## src/hw/rtl/sync_frame_receiver_with_resync_macros.svh

```systemverilog
`ifndef SYNC_FRAME_RECEIVER_WITH_RESYNC_MACROS_SVH
`define SYNC_FRAME_RECEIVER_WITH_RESYNC_MACROS_SVH

// same-cycle implication, sampled on clk, held off during rst
`define SFR_ASSERT_NOW(label, ante, cons, msg) \
  label: assert property (@(posedge clk) disable iff (rst) (ante) |-> (cons)) \
    else $error(msg);

// next-cycle implication, sampled on clk, held off during rst
`define SFR_ASSERT_NEXT(label, ante, cons, msg) \
  label: assert property (@(posedge clk) disable iff (rst) (ante) |=> (cons)) \
    else $error(msg);

`endif

```

## src/hw/rtl/sfr_pkg.sv

```systemverilog
package sfr_pkg;

  localparam int BYTE_W = 8;
  localparam int POS_W  = 6;

  typedef logic [BYTE_W-1:0] byte_t;
  typedef logic [POS_W-1:0]  pos_t;

  localparam byte_t SYNC_RESET = 8'hFF;

endpackage

```

## src/hw/rtl/sfr_rx_if.sv

```systemverilog
interface sfr_rx_if import sfr_pkg::*; ();
  logic  valid;
  logic  ready;
  byte_t rx_byte;

  modport source (output valid, output rx_byte, input ready);
  modport sink (input valid, input rx_byte, output ready);
endinterface

```

## src/hw/rtl/sfr_frame_if.sv

```systemverilog
interface sfr_frame_if import sfr_pkg::*; ();
  logic  valid;
  logic  ready;
  byte_t frame_byte;
  pos_t  byte_position;
  logic  frame_end;

  modport source (output valid, output frame_byte, output byte_position, output frame_end,
                  input ready);
  modport sink (input valid, input frame_byte, input byte_position, input frame_end,
                output ready);
endinterface

```

## src/hw/rtl/sfr_store.sv

```systemverilog
module sfr_store import sfr_pkg::*; #(
  parameter int FRAME_LEN = 48
) (
  input  logic                         clk,
  input  logic                         rst,
  input  logic                         wr_en,
  input  logic [$clog2(FRAME_LEN)-1:0] wr_off,
  input  byte_t                        wr_data,
  input  logic [$clog2(FRAME_LEN)-1:0] rd_off,
  output byte_t                        rd_data,
  input  logic                         shift_en,
  input  logic [$clog2(FRAME_LEN)-1:0] shift_off
);

  localparam int AW = $clog2(FRAME_LEN);
  localparam logic [AW:0] LEN = (AW+1)'(FRAME_LEN);

  byte_t         mem [FRAME_LEN];
  logic [AW-1:0] base;

  // frame position to physical slot, circular around base
  function automatic logic [AW-1:0] slot(input logic [AW-1:0] b, input logic [AW-1:0] off);
    logic [AW:0] s;
    s = {1'b0, b} + {1'b0, off};
    if (s >= LEN) s = s - LEN;
    return s[AW-1:0];
  endfunction

  always_ff @(posedge clk) begin
    if (rst) begin
      base <= '0;
    end else if (shift_en) begin
      base <= slot(base, shift_off);
    end
  end

  always_ff @(posedge clk) begin
    if (wr_en) begin
      mem[slot(base, wr_off)] <= wr_data;
    end
    rd_data <= mem[slot(base, rd_off)];
  end

endmodule

```

## src/hw/rtl/sync_frame_receiver_with_resync.sv

```systemverilog
// Sync-byte frame receiver with additive checksum and resynchronisation.
// rx (sink): one received byte per transaction. While no frame is open, bytes
// other than sync_value are dropped; a sync byte opens a frame.
// frame (source): one byte of a good frame per transaction, with its position
// (sync byte is 0) and frame_end on the last byte.
// sync_we/sync_wdata write sync_value; write it only while the block is idle.
// Throughput: a byte that does not complete a frame is taken every cycle.
// The byte that completes a frame starts a check pass over the store memory,
// one read per cycle; rx is held off from then until the block is idle again.
// A good frame then goes out byte by byte, each with a read, a load and a
// handshake step; rx is taken again in the cycle after the last output
// transaction. On a bad checksum the store base moves to the next sync byte
// found, with no copying, or the store is emptied if none is found.
// A stalled frame output simply holds its byte; nothing is lost.
// Reset (rst, synchronous) empties the store and sets sync_value to 8'hFF;
// the store contents themselves are not cleared.
module sync_frame_receiver_with_resync import sfr_pkg::*; #(
  parameter int FRAME_LEN = 48
) (
  input  logic  clk,
  input  logic  rst,
  input  logic  sync_we,
  input  byte_t sync_wdata,
  sfr_rx_if.sink      rx,
  sfr_frame_if.source frame
);

`include "sync_frame_receiver_with_resync_macros.svh"

  localparam int AW = $clog2(FRAME_LEN);
  localparam int FW = $clog2(FRAME_LEN + 1);
  localparam logic [AW-1:0] LAST_POS = AW'(FRAME_LEN - 1);
  localparam logic [AW-1:0] SUM_POS  = AW'(1);
  localparam logic [FW-1:0] FILL_TOP = FW'(FRAME_LEN - 1);
  localparam logic [FW-1:0] FILL_LEN = FW'(FRAME_LEN);

  typedef enum logic [2:0] {
    S_IDLE, S_CHK, S_CHK_END, S_DECIDE, S_OUT_RD, S_OUT_LD, S_OUT_WAIT
  } state_t;

  state_t        state;
  byte_t         sync_value;
  logic [FW-1:0] fill;
  logic [AW-1:0] idx;
  logic [AW-1:0] pos_d;
  logic          pend;
  byte_t         sum;
  byte_t         chk;
  logic          found;
  logic [AW-1:0] sync_pos;
  logic          out_valid;
  byte_t         out_byte;
  pos_t          out_pos;
  logic          out_end;

  logic          rx_take;
  logic          wr_en;
  logic          shift_en;
  byte_t         rd_data;

  assign rx.ready  = (state == S_IDLE);
  assign rx_take   = rx.valid && rx.ready;
  assign wr_en     = rx_take && !((fill == '0) && (rx.rx_byte != sync_value));
  assign shift_en  = (state == S_DECIDE) && (sum != chk) && found;

  assign frame.valid         = out_valid;
  assign frame.frame_byte    = out_byte;
  assign frame.byte_position = out_pos;
  assign frame.frame_end     = out_end;

  sfr_store #(.FRAME_LEN(FRAME_LEN)) u_store (
    .clk       (clk),
    .rst       (rst),
    .wr_en     (wr_en),
    .wr_off    (fill[AW-1:0]),
    .wr_data   (rx.rx_byte),
    .rd_off    (idx),
    .rd_data   (rd_data),
    .shift_en  (shift_en),
    .shift_off (sync_pos)
  );

  always_ff @(posedge clk) begin
    if (rst) begin
      state      <= S_IDLE;
      sync_value <= SYNC_RESET;
      fill       <= '0;
      idx        <= '0;
      pend       <= 1'b0;
      found      <= 1'b0;
      out_valid  <= 1'b0;
    end else begin
      if (sync_we) begin
        sync_value <= sync_wdata;
      end

      // read data from the check pass lands in the cycle after its address
      pend  <= (state == S_CHK);
      pos_d <= idx;
      if (pend) begin
        if (pos_d == SUM_POS) begin
          chk <= rd_data;
        end else begin
          sum <= sum + rd_data;
        end
        if (!found && (rd_data == sync_value)) begin
          found    <= 1'b1;
          sync_pos <= pos_d;
        end
      end

      unique case (state)
        S_IDLE: begin
          if (wr_en) begin
            fill <= fill + 1'b1;
            if (fill == FILL_TOP) begin
              state <= S_CHK;
              idx   <= SUM_POS;
              sum   <= '0;
              found <= 1'b0;
            end
          end
        end
        S_CHK: begin
          if (idx == LAST_POS) begin
            state <= S_CHK_END;
          end else begin
            idx <= idx + 1'b1;
          end
        end
        S_CHK_END: begin
          state <= S_DECIDE;
        end
        S_DECIDE: begin
          if (sum == chk) begin
            idx   <= '0;
            state <= S_OUT_RD;
          end else begin
            fill  <= found ? (FILL_LEN - FW'(sync_pos)) : '0;
            state <= S_IDLE;
          end
        end
        S_OUT_RD: begin
          state <= S_OUT_LD;
        end
        S_OUT_LD: begin
          out_byte  <= rd_data;
          out_pos   <= POS_W'(idx);
          out_end   <= (idx == LAST_POS);
          out_valid <= 1'b1;
          state     <= S_OUT_WAIT;
        end
        S_OUT_WAIT: begin
          if (frame.ready) begin
            out_valid <= 1'b0;
            if (idx == LAST_POS) begin
              fill  <= '0;
              state <= S_IDLE;
            end else begin
              idx   <= idx + 1'b1;
              state <= S_OUT_RD;
            end
          end
        end
        default: state <= S_IDLE;
      endcase
    end
  end

  `SFR_ASSERT_NOW(a_no_rx_while_out, out_valid, !rx.ready, "rx taken while a frame is out")
  `SFR_ASSERT_NOW(a_fill_below_len, state == S_IDLE, fill < FILL_LEN, "store full while idle")
  `SFR_ASSERT_NOW(a_pend_in_check, pend, (state == S_CHK_END) || (state == S_CHK),
                  "check read outside check pass")
  `SFR_ASSERT_NEXT(a_empty_after_frame, frame.valid && frame.ready && frame.frame_end,
                   (fill == '0) && (state == S_IDLE), "store not emptied after frame")

endmodule

```

## src/flat_wrapper.sv

```systemverilog
// flat-port wrapper written by rule: the top's interface ports become plain ports
module sync_frame_receiver_with_resync_flat import sfr_pkg::*;
#(
  parameter int FRAME_LEN = 48
)
  (clk, rst, sync_we, sync_wdata, rx_valid, rx_rx_byte, rx_ready, frame_valid, frame_frame_byte, frame_byte_position, frame_frame_end, frame_ready);
  sfr_rx_if rx_i ();
  sfr_frame_if frame_i ();
  input  logic clk;
  input  logic rst;
  input  logic sync_we;
  input  byte_t sync_wdata;
  input wire logic [$bits(rx_i.valid)-1:0] rx_valid;
  input wire logic [$bits(rx_i.rx_byte)-1:0] rx_rx_byte;
  output wire logic [$bits(rx_i.ready)-1:0] rx_ready;
  output wire logic [$bits(frame_i.valid)-1:0] frame_valid;
  output wire logic [$bits(frame_i.frame_byte)-1:0] frame_frame_byte;
  output wire logic [$bits(frame_i.byte_position)-1:0] frame_byte_position;
  output wire logic [$bits(frame_i.frame_end)-1:0] frame_frame_end;
  input wire logic [$bits(frame_i.ready)-1:0] frame_ready;
  assign rx_i.valid = rx_valid;
  assign rx_i.rx_byte = rx_rx_byte;
  assign rx_ready = rx_i.ready;
  assign frame_valid = frame_i.valid;
  assign frame_frame_byte = frame_i.frame_byte;
  assign frame_byte_position = frame_i.byte_position;
  assign frame_frame_end = frame_i.frame_end;
  assign frame_i.ready = frame_ready;
  sync_frame_receiver_with_resync #(.FRAME_LEN(FRAME_LEN)) u_core (.clk(clk), .rst(rst), .sync_we(sync_we), .sync_wdata(sync_wdata), .rx(rx_i), .frame(frame_i));
endmodule
```

## config.mk

```make
export PLATFORM = sky130hd
export DESIGN_NAME = sync_frame_receiver_with_resync_flat
export DESIGN_NICKNAME = d
export VERILOG_FILES = /design/src/hw/rtl/sfr_pkg.sv /design/src/hw/rtl/sfr_rx_if.sv /design/src/hw/rtl/sfr_frame_if.sv /design/src/hw/rtl/sfr_store.sv /design/src/hw/rtl/sync_frame_receiver_with_resync.sv /design/src/flat_wrapper.sv
export VERILOG_INCLUDE_DIRS = /design/src /design/src/hw/rtl
export SDC_FILE = /design/constraint.sdc
export NUM_CORES = 1
export LEC_CHECK = 0
export BUFFER_PORTS_ARGS = -buffer_cell sky130_fd_sc_hd__buf_2
export CORE_MARGIN = 8
export CORE_UTILIZATION = 30
export CTS_BUF_LIST = sky130_fd_sc_hd__clkbuf_16
export CTS_CLUSTER_SIZE = 14
export DETAILED_ROUTE_END_ITERATION = 12
export GPL_TIMING_DRIVEN = 1
export PLACE_DENSITY = 0.56
export SKIP_LAST_GASP = 1
export SYNTH_ARGS = -nofsm -noshare
export SYNTH_HDL_FRONTEND = slang
export SYNTH_HIERARCHICAL = 1
export SYNTH_SLANG_ARGS = --single-unit
```

## constraint.sdc

```tcl
create_clock -name clk -period 3.8 [get_ports clk]
set_input_delay 0.57 -clock clk [delete_from_list [all_inputs] [get_ports clk]]
set_output_delay 0.57 -clock clk [all_outputs]
set_load 0.03 [all_outputs]
```

Word-level counts from Yosys, hierarchy flattened
Memory sizes are Yosys's and may differ from the RTL's. A register that Yosys moved wholly into a read port is not among the register bits. Cells that the tools add are included.

Register bits: 75. Bits in writable memories: 384. Output and inout port bits: 17. Word-level logic and storage cells: 107. Memories: 1.

Add/sub/neg operators: 10. Magnitude comparators: 3. Eq/ne operators: 20. Mux-type cells: 37. Bitwise operators: 1. Reduce and logical (&&, ||, !) cells: 20.

Memory list: u_core.u_store.mem (words 48, width 8, read ports 1, clocked after memory_dff 1, wr ports 1, RTL line sfr_store.sv:18) `byte_t mem [FRAME_LEN];`.

Operators by type and width (count): two-way mux 6 bit (14); two-way mux 8 bit (5); case mux 6 bit (4 select lines) (1); adder 6 x 6 -> 7 bit (3); greater-or-equal comparator 7 x 6 -> 1 bit (second input constant) (3); case mux 3 bit (7 select lines) (1); two-way mux 3 bit (6); case mux 6 bit (3 select lines) (1); subtractor 6 bit (second input constant) (3); == test 8 bit (2); inequality test 8 bit (2); adder 6 x 1 -> 6 bit (second input constant) (2); == test 6 bit (second input constant) (2); inequality test 2 bit (second input constant) (6); AND reduction 5 bit (2); == test 3 bit (second input constant) (3); adder 8 bit (1); two-way mux 1 bit (8); == test 3 x 2 -> 1 bit (second input constant) (2); == test 6 x 1 -> 1 bit (second input constant) (1); logical AND 1 bit (6); logical NOT 6 bit (1); AND reduction 3 bit (2); subtractor 6 bit (first input constant) (1); 11 further kinds (13).

Depth between registers and ports, before layout
Word-level depth: 7. Depth in mapped cells: 14.

Hierarchy
Netlist, hierarchy kept.

By module, submodules not included: sfr_store (instances 1, cells an instance 787, area an instance 16304.4 sq um, sequential area each 11811.3 sq um); sync_frame_receiver_with_resync (instances 1, cells an instance 317, area an instance 3480.8 sq um, sequential area each 1811.7 sq um).

Worst setup path after synthesis
No wires, ideal clock.

Path type: reg2reg. Start: reg u_core.u_store.base[1]. End: mem u_core/u_store/mem[10][0] (netlist name), enable pin. Setup time: 386 ps. Data arrival time: 3697 ps. Path slack: -283 ps. Stages on the path, launching flop included: 15. Cells stage by stage: dfxtp_1 > ha_1 > a21o_1 > a21oi_2 > o21bai_1 > a21oi_1 > xor2_1 > inv_1 > ha_1 > nor2b_1 > a32oi_1 > and2_1 > nand3_1 > clkbuf_1 > a211oi_1.

Longest elaborated chain between the ends: 4. Elaborated cells between the ends (all ways): 5. Those cells by class: add/sub: 2; order compare: 1; mux: 2.

RTL lines: start, declared (RTL line sfr_store.sv:19) `logic [AW-1:0] base;`; start signal, assigned (RTL line sfr_store.sv:33) `base <= slot(base, shift_off);`; adder 6 x 6 -> 7 bit (*) (RTL line sfr_store.sv:24) `s = {1'b0, b} + {1'b0, off};`; subtractor 6 bit / greater-or-equal comparator 7 x 6 -> 1 bit (equally long branches) (RTL line sfr_store.sv:25) `if (s >= LEN) s = s - LEN;`; two-way mux 6 bit (*) (RTL line sfr_store.sv:25); two-way mux 6 bit (*) (RTL line sfr_store.sv:38) `if (wr_en) begin`; end, declared (RTL line sfr_store.sv:18).

Every way passes the cells marked *; elsewhere a longest branch is shown, timed or not. The select of a mux whose other input is x is not followed.

Worst setup path in the final report
Start: reg u_core.fill[1]. End: mem u_core/u_store/mem[13][7] (netlist name), enable pin.

Longest elaborated chain between the ends: 6. Elaborated cells between the ends (all ways): 11. Those cells by class: add/sub: 2; order compare: 1; mux: 4; reduce/logical: 4.

RTL lines: start, declared (RTL line sync_frame_receiver_with_resync.sv:43) `logic [FW-1:0] fill;`; start signal, assigned (RTL line sync_frame_receiver_with_resync.sv:115) `fill <= fill + 1'b1;`; start signal, assigned (RTL line sync_frame_receiver_with_resync.sv:139) `fill <= found ? (FILL_LEN - FW'(sync_pos)) : '0;`; parallel branches: the longest is 6 deep, another holds adder 6 x 6 -> 7 bit.

Several ways; the timed one is not identified. The select of a mux whose other input is x is not followed.

==> results by group <==
Run status
  • Status: finished clean

Global route
  • Initial antenna violation count: 1
  • First-pass GRT wire length: 69150 um
  • Vias in the first global route: 10770
  • All-layer global routing usage: 12.29%
  • Largest net degree at the start of global routing: 49
  • GRT overflow: 0

Cells and area
  • Nets: 1299
  • Share of cells above drive strength 1: 29.33%
  • N_diodes: 0
  • Area grow syn2layout: 19.09%
  • Design Area, Final: 23560 sq um

Critical path
  • Crit Path Max Fanout: 14
  • Req. time, crit path: 4090 ps
  • Worst setup path class: reg2reg
  • Critical Path Start Type: flip-flop
  • Worst Path Arrival: 3870 ps
  • Worst setup EP type: flip-flop

Timing
  • Unrepaired setup endpoints after global routing: no
  • Final hold violation count: 0
  • Max-slew headroom: 24.32%
  • Fmax achieved: 0.2798 GHz
  • Pins Over Slew Limit: 0
  • Final setup viols: 0
  • Minimum clock period: 3574 ps
  • Slew at the pin closest to its max-slew limit: 1129 ps
  • Final Skew: 20.71 ps
  • Setup TNS Final: 0 ps
  • Hold slack: 218.0 ps
  • Final Cycle Share: 94.06%
  • Worst Setup Slack, final: 225.5 ps

Logic synthesis
  • Sequential share of the synthesized area: 68.85%
  • Post-synth top area cell: edfxtp_1
  • Synthesized area: 19790 sq um
  • Top-count cell post-synth: edfxtp_1
  • Synth Flop Type: edfxtp_1
  • Synth async-reset ratio: 0%
  • Syn Nets: 1161
  • Post-synth top area share: 64.81%
  • Yosys warnings: 6
  • Synth top area cells: edfxtp_1 65%, mux4_2 12%, dfxtp_1 4.0%
  • Synth cell types: 74
  • Cells after Synth: 1104
  • Mean post-synth cell area: 17.92 sq um
  • Number of synthesized flops with an enable pin: 427
  • Most frequent cells after synthesis: 427 x edfxtp_1, 106 x mux4_2, 55 x nor2_1, 40 x dfxtp_1, 36 x a21oi_1
  • #FFs+latches synth: 467

Power
  • Overall Power: 10.72 mW
  • Power per cell area: 455.1 nW/um^2
  • Max VDD drop: 0.2975 mV
  • Leakage: 7.732 nW

Floorplan
  • Core outline area: 65510 sq um
  • IO Pins: 38
  • Row cnt: 94
  • Die area: 74430 sq um
  • Chip Height: 272.8 um
  • Die width: 272.8 um
  • Initial core utilization: 30.20%

Drt
  • DR iter-0 viols: 793
  • Initial DRT Pass Iterations: 5
  • Vias: 10490
  • Routed WL: 46190 um
  • DR DRC count: 0
  • WL/cell: 21.53 um
  • Detail Route Antenna Nets: 0
  • Number of vias per cell: 4.890

Clock network
  • H-Tree Depth: 2
  • CTS buffer count: 49
  • Clk slew on worst S/H paths: 60 ps
  • Max Buffers Root-to-Sink: 3
  • CTS Sinks: 467
  • Clk root buf: clkbuf_16
  • CTS tree: built
  • Worst skew pair latency: 590 ps

Hold path
  • Hold crit path type: in2reg

Place
  • Port Buf Inserts: 37
  • Placed wire-length estimate: 30520 um
  • Placed Area: 21820 sq um
  • Routability cong.: 0.7808
  • DP Worst Slack: 53.27 ps

Job
  • Max Cap Viol: 0
-- path summary, 6_finish.rpt --
kind | start | endpoint | slack [ps] | cells after the start
min | sync_wdata[4] | u_core/sync_value[4] | 220 | 3
max reg2reg | u_core/fill[1] | u_core/u_store/mem[13][7] | 230 | 15
max | u_core/fill[1] | u_core/u_store/mem[13][7] | 230 | 15
min reg2reg | u_core/pos_d[2] | u_core/sync_pos[2] | 460 | 0
-- routing by layer --
| metal | share of wire [%] | track usage (%) |
|---|---|---|
| met3 | 5.8 | 2.683 |
| met4 | 2.6 | 4.050 |
| met5 | 0 | 0 |
| met2 | 46 | 19.33 |
| met1 | 45 | 16.80 |
-- cell families (layout without fill, tap and decap cells) --
logic type	count (synthesis)	after routing	share of synthesized area (%)
AO/OA/AOI/OAI	136	136	4.926
XOR/XNOR	45	45	2.030
adder cells (fa/ha/maj)	36	36	2.428
buffers and inverters	76	254	1.562
flip-flops	467	467	68.85
multiplexers	155	155	15.32
AND/OR/NAND/NOR	189	189	4.876
-- report_power, final --
part	switching, mW	total, mW	internal, mW
Clock	1.98	4.93	2.94
Combinational	0.125	0.170	0.0450
Sequential	0.0175	5.63	5.61
-- registers in the layout (all words and copies together), names as in the netlist, 8 cells and up --
register,cells
u_core/u_store/rd_data,8
u_core/sum,8
u_core/frame.frame_byte,8
u_core/u_store/mem,384
u_core/chk,8
u_core/sync_value,8
-- critical path: stages, from the launching register on --
cell and delay [ps]:
dfxtp_1 340, ha_1 290, a21o_1 170, a21oi_2 150, o21bai_1 90, a21oi_2 170, xor2_1 230, inv_1 140
ha_1 200, nor2b_1 130, a32oi_2 300, and2_2 270, nand3_1 140, buf_12 200, a211oi_4 230, buf_4 230
-- final cells by class --
class	instances	area, sq um
clock inverter	41	422.9
sequential	467	13620
inverter	30	112.6
multi-input combinational	561	6096
tap	864	1081
clock buffer	50	1251
timing repair buffer	133	975.9
fill	6079	41950
-- layout by cell type, fill, tap and decap left out, drive strengths merged, types with 20 or more instances in the layout --
master    n
xnor2    20
mux2i    25
nand2    36
buf     133
nor3     29
nor2     56
mux4    112
inv      41
a21oi    37
xor2     25
clkinv   20
edfxtp  427
ha       32
dfxtp    40
a211oi   31
clkbuf   50
-- through the flow --
| stage | utilization, % | instances |
|---|---|---|
| 3_5_place_dp | 33.31 | 2054 |
| 3_3_place_gp | 33.31 | 2054 |
| 5_1_grt | 35.97 | 2146 |
| 2_1_floorplan | - | 1104 |
| 6_report | 35.97 | 2146 |
| 4_1_cts | 35.87 | 2145 |
-- timing repair --
action	CTS	global route
hold buffers	0	0
buffers inserted	0	1
gates resized for setup	0	9
setup endpoints to repair	0	367
Note: power is estimated with default switching activity, not from simulation.
